`config.mk`:
```
export PLATFORM = sky130hd
export DESIGN_NAME = stepper_move_and_home_sequencer
export DESIGN_NICKNAME = d
export VERILOG_FILES = /design/src/rtl/smh_pkg.sv /design/src/rtl/smh_axis.sv /design/src/rtl/stepper_move_and_home_sequencer.sv
export SDC_FILE = /design/constraint.sdc
export NUM_CORES = 1
export LEC_CHECK = 0
export CAP_MARGIN = 30
export CORE_MARGIN = 8
export CORE_UTILIZATION = 65
export DETAILED_ROUTE_END_ITERATION = 10
export DONT_BUFFER_PORTS = 1
export PLACE_DENSITY = 0.84
export SETUP_SLACK_MARGIN = 0.15
export SLEW_MARGIN = 20
export SYNTH_ARGS = -nofsm -noshare
export SYNTH_HDL_FRONTEND = slang
export SYNTH_SLANG_ARGS = --single-unit
export TNS_END_PERCENT = 50
```
`constraint.sdc`:
```
create_clock -name i_clk -period 9.4 [get_ports i_clk]
set_input_delay 1.88 -clock i_clk [delete_from_list [all_inputs] [get_ports i_clk]]
set_output_delay 1.88 -clock i_clk [all_outputs]
set_load 0.02 [all_outputs]
```
`src/rtl/smh_pkg.sv`:
```
// Shared types and constants for the stepper move and home sequencer.
`default_nettype none
package smh_pkg;

    localparam int POS_W   = 16;
    localparam int CNT_W   = 16;
    localparam int CIDX_W  = 3;
    localparam int CDATA_W = 16;
    localparam int IN_W    = 40;
    localparam int OUT_W   = 24;

    typedef enum logic [1:0] {
        OP_TICK = 2'd0,
        OP_MOVE = 2'd1,
        OP_HOME = 2'd2
    } t_opcode;

    typedef enum logic [CIDX_W-1:0] {
        REG_MAX_TRAVEL    = 3'd0,
        REG_SEEK_HALF     = 3'd1,
        REG_PAUSE_TICKS   = 3'd2,
        REG_BACKOFF_STEPS = 3'd3,
        REG_BACKOFF_HALF  = 3'd4
    } t_reg_idx;

    typedef struct packed {
        logic [POS_W-1:0] max_travel;
        logic [CNT_W-1:0] seek_half;
        logic [CNT_W-1:0] pause_ticks;
        logic [CNT_W-1:0] backoff_steps;
        logic [CNT_W-1:0] backoff_half;
    } t_cfg;

    typedef struct packed {
        logic [1:0]       opcode;
        logic             direction;
        logic [CNT_W-1:0] step_count;
        logic [CNT_W-1:0] half_period;
        logic             ignore_limits;
        logic             limit_switch;
    } t_item;

    typedef struct packed {
        logic             step_level;
        logic             dir_level;
        logic             busy_res;
        logic             move_rejected;
        logic [POS_W-1:0] position;
        logic             done_res;
    } t_res;

    // zero half period behaves as one
    function automatic logic [CNT_W-1:0] fix_half(input logic [CNT_W-1:0] h);
        fix_half = (h == '0) ? CNT_W'(1) : h;
    endfunction

endpackage
`default_nettype wire

```
`src/rtl/smh_axis.sv`:
```
// Axis state and per-item step, move and homing sequencing.
`default_nettype none
module smh_axis (
    input  wire logic          i_clk,
    input  wire logic          i_rst_n,
    input  wire logic          i_en,
    input  wire smh_pkg::t_item i_item,
    input  wire smh_pkg::t_cfg  i_cfg,
    output smh_pkg::t_res       o_res
);
    import smh_pkg::*;

    typedef enum logic [2:0] {
        M_IDLE    = 3'd0,
        M_MOVE    = 3'd1,
        M_SEEK    = 3'd2,
        M_PAUSE   = 3'd3,
        M_BACKOFF = 3'd4
    } t_mode;

    t_mode            r_mode, n_mode;
    logic [POS_W-1:0] r_pos, n_pos;
    logic [POS_W-1:0] r_pend, n_pend;
    logic [CNT_W-1:0] r_left, n_left;
    logic [CNT_W-1:0] r_tc, n_tc;
    logic [CNT_W-1:0] r_ahp, n_ahp;
    logic             r_step, n_step;
    logic             r_dir, n_dir;
    logic             r_skip, n_skip;
    logic             r_rej, n_rej;
    logic             r_done, n_done;

    logic             go_seek, go_backoff;
    logic [CNT_W-1:0] tc_inc;
    logic [CNT_W-1:0] left_dec;
    logic [POS_W:0]   sum_up;
    logic [POS_W:0]   diff_dn;
    logic [POS_W:0]   target;
    logic             out_of_range;

    assign tc_inc   = r_tc + CNT_W'(1);
    assign left_dec = r_left - CNT_W'(1);
    assign sum_up   = {1'b0, r_pos} + (POS_W+1)'(i_item.step_count);
    assign diff_dn  = {1'b0, r_pos} - (POS_W+1)'(i_item.step_count);
    assign target   = i_item.direction ? sum_up : diff_dn;
    // top bit is overflow going up, borrow going down
    assign out_of_range = target[POS_W] ||
                          (target[POS_W-1:0] > i_cfg.max_travel);

    always_comb begin
        n_mode     = r_mode;
        n_pos      = r_pos;
        n_pend     = r_pend;
        n_left     = r_left;
        n_tc       = r_tc;
        n_ahp      = r_ahp;
        n_step     = r_step;
        n_dir      = r_dir;
        n_skip     = r_skip;
        n_rej      = 1'b0;
        n_done     = 1'b0;
        go_seek    = 1'b0;
        go_backoff = 1'b0;

        case (i_item.opcode)
            OP_TICK: begin
                if (r_mode != M_IDLE) begin
                    n_tc = tc_inc;
                    if (r_mode == M_PAUSE) begin
                        if (tc_inc >= i_cfg.pause_ticks) go_backoff = 1'b1;
                    end else if (tc_inc >= r_ahp) begin
                        n_tc = '0;
                        if (r_step) begin
                            n_step = 1'b0;
                        end else if (r_mode == M_SEEK) begin
                            go_seek = 1'b1;
                        end else begin
                            n_left = left_dec;
                            if (left_dec != '0) begin
                                n_step = 1'b1;
                            end else begin
                                n_mode = M_IDLE;
                                n_done = 1'b1;
                                if (r_mode == M_BACKOFF)
                                    n_pos = POS_W'(i_cfg.backoff_steps);
                                else if (!r_skip)
                                    n_pos = r_pend;
                            end
                        end
                    end
                end
            end
            OP_MOVE: begin
                if (r_mode == M_IDLE) begin
                    if (!i_item.ignore_limits && out_of_range) begin
                        n_rej = 1'b1;
                    end else begin
                        n_dir  = i_item.direction;
                        n_skip = i_item.ignore_limits;
                        n_pend = target[POS_W-1:0];
                        if (i_item.step_count == '0) begin
                            if (!i_item.ignore_limits) n_pos = target[POS_W-1:0];
                            n_done = 1'b1;
                        end else begin
                            n_left = i_item.step_count;
                            n_mode = M_MOVE;
                            n_step = 1'b1;
                            n_tc   = '0;
                            n_ahp  = fix_half(i_item.half_period);
                        end
                    end
                end
            end
            OP_HOME: begin
                if (r_mode == M_IDLE) go_seek = 1'b1;
            end
            default: ;
        endcase

        // switch sample: seek on, pause, or straight into back-off
        if (go_seek) begin
            if (i_item.limit_switch) begin
                n_dir  = 1'b1;
                n_mode = M_SEEK;
                n_step = 1'b1;
                n_tc   = '0;
                n_ahp  = fix_half(i_cfg.seek_half);
            end else if (i_cfg.pause_ticks == '0) begin
                go_backoff = 1'b1;
            end else begin
                n_mode = M_PAUSE;
                n_tc   = '0;
            end
        end

        if (go_backoff) begin
            if (i_cfg.backoff_steps == '0) begin
                n_pos  = '0;
                n_mode = M_IDLE;
                n_done = 1'b1;
            end else begin
                n_dir  = 1'b0;
                n_left = i_cfg.backoff_steps;
                n_mode = M_BACKOFF;
                n_step = 1'b1;
                n_tc   = '0;
                n_ahp  = fix_half(i_cfg.backoff_half);
            end
        end
    end

    always_ff @(posedge i_clk) begin
        if (!i_rst_n) begin
            r_mode <= M_IDLE;
            r_pos  <= '0;
            r_pend <= '0;
            r_left <= '0;
            r_tc   <= '0;
            r_ahp  <= '0;
            r_step <= 1'b0;
            r_dir  <= 1'b0;
            r_skip <= 1'b0;
            r_rej  <= 1'b0;
            r_done <= 1'b0;
        end else if (i_en) begin
            r_mode <= n_mode;
            r_pos  <= n_pos;
            r_pend <= n_pend;
            r_left <= n_left;
            r_tc   <= n_tc;
            r_ahp  <= n_ahp;
            r_step <= n_step;
            r_dir  <= n_dir;
            r_skip <= n_skip;
            r_rej  <= n_rej;
            r_done <= n_done;
        end
    end

    assign o_res.step_level    = r_step;
    assign o_res.dir_level     = r_dir;
    assign o_res.busy_res      = (r_mode != M_IDLE);
    assign o_res.move_rejected = r_rej;
    assign o_res.position      = r_pos;
    assign o_res.done_res      = r_done;

endmodule
`default_nettype wire

```
`src/rtl/stepper_move_and_home_sequencer.sv`:
```
// Top level: stream channels, configuration registers and axis sequencer.
//
// Step/direction generator for one stepper axis. Each input beat is a tick
// (one microsecond), a move command or a home command, selected by tuser.
// Every input beat yields exactly one result beat carrying the step and
// direction line levels, busy, the reject and done pulses and the position.
// An accepted beat is captured in the input register; its result is registered
// once the result register is free or being taken. Throughput: one beat per
// cycle while results are taken; the input register and the result register
// form a two-stage pipe, and the axis state advances once per beat. When the
// result receiver stalls, the pipe holds and s_axis_tready drops only once the input register is also full.
// Configuration: write channel with register index and 16-bit data, always
// ready; writes to indexes past the last register are dropped. Write only
// while no beat is in flight.
// Reset (synchronous, active low) empties the pipe, sets the axis idle with
// position zero and both lines low, and loads the register defaults.
`default_nettype none
module stepper_move_and_home_sequencer (
    input  wire logic                        i_clk,
    input  wire logic                        i_rst_n,
    input  wire logic                        s_axis_tvalid,
    output      logic                        s_axis_tready,
    // direction[0], step_count[16:1], half_period[32:17],
    // ignore_limits[33], limit_switch[34], zero fill[39:35]
    input  wire logic [smh_pkg::IN_W-1:0]    s_axis_tdata,
    // opcode[1:0]
    input  wire logic [1:0]                  s_axis_tuser,
    output      logic                        m_axis_tvalid,
    input  wire logic                        m_axis_tready,
    // step_level[0], dir_level[1], busy_res[2], move_rejected[3],
    // position[19:4], done_res[20], zero fill[23:21]
    output      logic [smh_pkg::OUT_W-1:0]   m_axis_tdata,
    input  wire logic                        i_cfg_valid,
    output      logic                        o_cfg_ready,
    input  wire logic [smh_pkg::CIDX_W-1:0]  i_cfg_index,
    input  wire logic [smh_pkg::CDATA_W-1:0] i_cfg_data
);
    import smh_pkg::*;

    t_cfg  r_cfg;
    t_item r_in;
    logic  r_in_valid;
    logic  r_out_valid;
    logic  advance;
    t_res  res;

    assign advance       = !r_out_valid || m_axis_tready;
    assign s_axis_tready = !r_in_valid || advance;
    assign o_cfg_ready   = 1'b1;

    always_ff @(posedge i_clk) begin
        if (!i_rst_n) begin
            r_cfg.max_travel    <= CNT_W'(1300);
            r_cfg.seek_half     <= CNT_W'(1000);
            r_cfg.pause_ticks   <= CNT_W'(50000);
            r_cfg.backoff_steps <= CNT_W'(50);
            r_cfg.backoff_half  <= CNT_W'(500);
        end else if (i_cfg_valid) begin
            case (i_cfg_index)
                REG_MAX_TRAVEL:    r_cfg.max_travel    <= i_cfg_data;
                REG_SEEK_HALF:     r_cfg.seek_half     <= i_cfg_data;
                REG_PAUSE_TICKS:   r_cfg.pause_ticks   <= i_cfg_data;
                REG_BACKOFF_STEPS: r_cfg.backoff_steps <= i_cfg_data;
                REG_BACKOFF_HALF:  r_cfg.backoff_half  <= i_cfg_data;
                default: ;
            endcase
        end
    end

    always_ff @(posedge i_clk) begin
        if (!i_rst_n) begin
            r_in_valid  <= 1'b0;
            r_out_valid <= 1'b0;
        end else begin
            if (s_axis_tready) r_in_valid <= s_axis_tvalid;
            if (advance) r_out_valid <= r_in_valid;
        end
    end

    always_ff @(posedge i_clk) begin
        if (s_axis_tready && s_axis_tvalid) begin
            r_in.opcode        <= s_axis_tuser;
            r_in.direction     <= s_axis_tdata[0];
            r_in.step_count    <= s_axis_tdata[16:1];
            r_in.half_period   <= s_axis_tdata[32:17];
            r_in.ignore_limits <= s_axis_tdata[33];
            r_in.limit_switch  <= s_axis_tdata[34];
        end
    end

    smh_axis u_axis (
        .i_clk   (i_clk),
        .i_rst_n (i_rst_n),
        .i_en    (r_in_valid && advance),
        .i_item  (r_in),
        .i_cfg   (r_cfg),
        .o_res   (res)
    );

    assign m_axis_tvalid = r_out_valid;
    assign m_axis_tdata  = {3'b000, res.done_res, res.position, res.move_rejected,
                            res.busy_res, res.dir_level, res.step_level};

endmodule
`default_nettype wire
```
==> metrics.yaml <==
run:
  cap_viol_max_count: 0
global_route:
  grt_pass1_vias: 10900
  grt_max_degree: 73
  overflow: 0
  antenna_found_initial: 1
  grt_usage_pct: 31.9
  grt_pass1_wl_um: 60400
synth:
  synthesis.area_sq_um: 12400
  synth_top_area_share_pct: 27.5
  yosys_warnings: 0
  synthTopCellsByArea: "dfxtp_1, edfxtp_1, ha_1"
  synth.most_common_cell: "nand2_1"
  async_reset_ff_share_pct: 0
  syn_area_per_cell_sq_um: 8.07
  synth_ff_type: "dfxtp_1"
  synth_common_cells: "nand2_1, dfxtp_1, a21oi_1, nor2_1, o21ai_0"
  synth_cell_types: 79
  syn_inst: 1532
  yosysSeqAreaShare_pct: 36.5
  ys_seq_elements: 207
  synth-edff-count: 37
  yosysTopAreaCell: "dfxtp_1"
timing:
  tightestPinTransition_ps: 998
  setup_viol: 0
  fin_crit_sh_pct: 80.7
  slew_viol_final: 0
  fin_crit_ps: 7590
  skew_ps: 16.9
  max_freq_mhz: 132
  slew_headroom_pct: 33.0
  finalHoldViolations: 0
  rsz0062_at_grt: "false"
  tns_ps: 0
detailed_routing:
  antenna_left: 0
  route.vias.total: 12000
  wl_per_cell_um: 22.5
  vias_per_cell: 6.90
  detail_route.wirelength_um: 39100
  dr.pass1.iters: 9
  drc_errors: 1
  drtIter0Drc: 1656
clock_network:
  insertion_delay_ps: 530
  cts_setup_buffers: 0
  root_buffer: "clkbuf_16"
  clk_pin_slew_ps: 60
  cts_resized: 0
  cts_made_buffers: 23
  cts.sinks: 207
  cts_max_path_buffers: 3
  postCtsHoldBufs: 0
  h-tree-depth: 1
  cts_tree: "done"
power_and_ir_drop:
  vdd_drop_max_uv: 204
  finalPower_w: 0.00214
  leakage_nw: 5.16
  power_density_nw_per_um2: 163
min_path:
  hp-class: "flop to flop"
die:
  num_rows: 50
  floorplan.die.height_um: 154
  ios: 93
  initial_utilization_pct: 66.1
  core_area_sq_um: 18700
  die_w_um: 154
  dieArea_sq_um: 23700
run_status:
  outcome: "finished with violations"
  violations: "DRC"
setup_path:
  cp.arrival_ps: 7970
  path_class: "flop to flop"
  cp-start-kind: "flop"
  critPathCaptureType: "flop"
  crit_fanout: 25
  required_ps: 9780
place:
  hpwlAfterDp_um: 27800
  placed_area_sq_um: 12400
  place_congestion: 0.926
  io_buffers: 0
cells_and_area:
  nFillCells: 1542
  areaGrowthSynthToFinish_pct: 6.36
  drive_gt1_share_pct: 5.07
  final_nets: 1620
  fin_util_pct: 70.3
  final_area_sq_um: 13100
kinds of logic after synthesis:
group / count (synthesis) / synth area share, %
AOI/OAI and AO/OA: 462 / 24.2
DFF: 207 / 36.5
and+or+nand+nor: 552 / 21.1
muxes: 30 / 2.44
other: 2 / 0.0608
adders and majority gates: 72 / 7.35
buffers and inverters: 166 / 5.50
xor gates and xnor gates: 41 / 2.91
final timing paths:
check        startpoint              to  slack, ps  cells after the start
max reg2reg    r_in[20]  u_axis.r_tc[5]       1810                     21
max            r_in[20]  u_axis.r_tc[5]       1810                     21
min           r_cfg[69]       r_cfg[69]        460                      2
min reg2reg   r_cfg[69]       r_cfg[69]        460                      2
per-stage QoR:
| step | worst slack (ps) | hold slack, ps | instances |
|---|---|---|---|
| finish | 1810 | 456 | 1734 |
| global route | 1430 | 477 | 1734 |
| CTS | 2110 | 455 | 1731 |
| detailed placement | 2310 | 447 | 1689 |
| global placement | 2480 | 444 | 1687 |
| floorplan | 3790 | 436 | 1534 |
metal layers:
layer / routed length, um / global-route usage (%)
met1: 15900 / 44.6
met2: 16600 / 47.4
met3: 5150 / 6.92
met4: 1460 / 11.8
met5: 0 / 0
state kept, by name, indices dropped and copies added (netlist names):
register       cells
m_axis_tvalid      1
r_cfg             80
r_in              37
r_in_valid         1
u_axis.r_ahp      16
u_axis.r_dir       1
u_axis.r_done      1
u_axis.r_left     16
u_axis.r_mode      3
u_axis.r_pend     16
u_axis.r_pos      16
u_axis.r_rej       1
u_axis.r_skip      1
u_axis.r_step      1
u_axis.r_tc       16
layout by cell type, fill, tap and decap left out, drive strengths merged, types with 6 or more instances in the layout:
master     n
o221ai     6
and3      21
o22ai      9
or3       13
nand2    225
a21oi    148
o211ai    17
a211oi    18
a2111oi    6
nor3      31
nor2b     13
o31ai      7
nand4     14
nor2     102
mux2i     29
a221oi    30
dfxtp    170
nor3b     12
o21a       9
o21ai     97
clkbuf    30
nor4      24
inv       76
edfxtp    37
nand3     61
xnor2     18
nand2b    14
a21o      33
buf       13
a31oi     18
ha        71
clkinv     8
xor2      23
final cells by class:
cell class	count	area [sq um]	share of cell area, %
Sequential cell	207	4510	34.4
Clock inverter	13	128	0.971
Timing Repair Buffer	14	123	0.933
Antenna cell	1	2.50	0.0190
Tap cell	234	293	2.23
Multi-Input combinational cell	1161	7180	54.7
Inverter	75	282	2.14
Clock buffer	29	618	4.70
critical path, stage by stage (launching register included):
cell      delay, ps
edfxtp_1        530
nor4_1          670
nand2_1         100
o41ai_1         700
o21ai_0         300
xor2_1          240
ha_1            370
nand4_1         120
a21oi_1         130
o41a_1          270
nor2_1           90
o21ai_0         230
xor2_1          460
ha_1            250
nand4_1         160
or4_1           580
o21ai_1         640
a31oi_2         170
buf_4           270
nor2_2          540
or3_1           440
o21ai_0         170
where the power goes:
group          total [W]  leakage, nW  internal [W]  switching [W]
clock network   0.000899        0.367      0.000523       0.000377
registers       0.000967         1.74      0.000934      0.0000327
logic           0.000270         3.05     0.0000878       0.000183
Note: power is estimated with default switching activity, not from simulation.
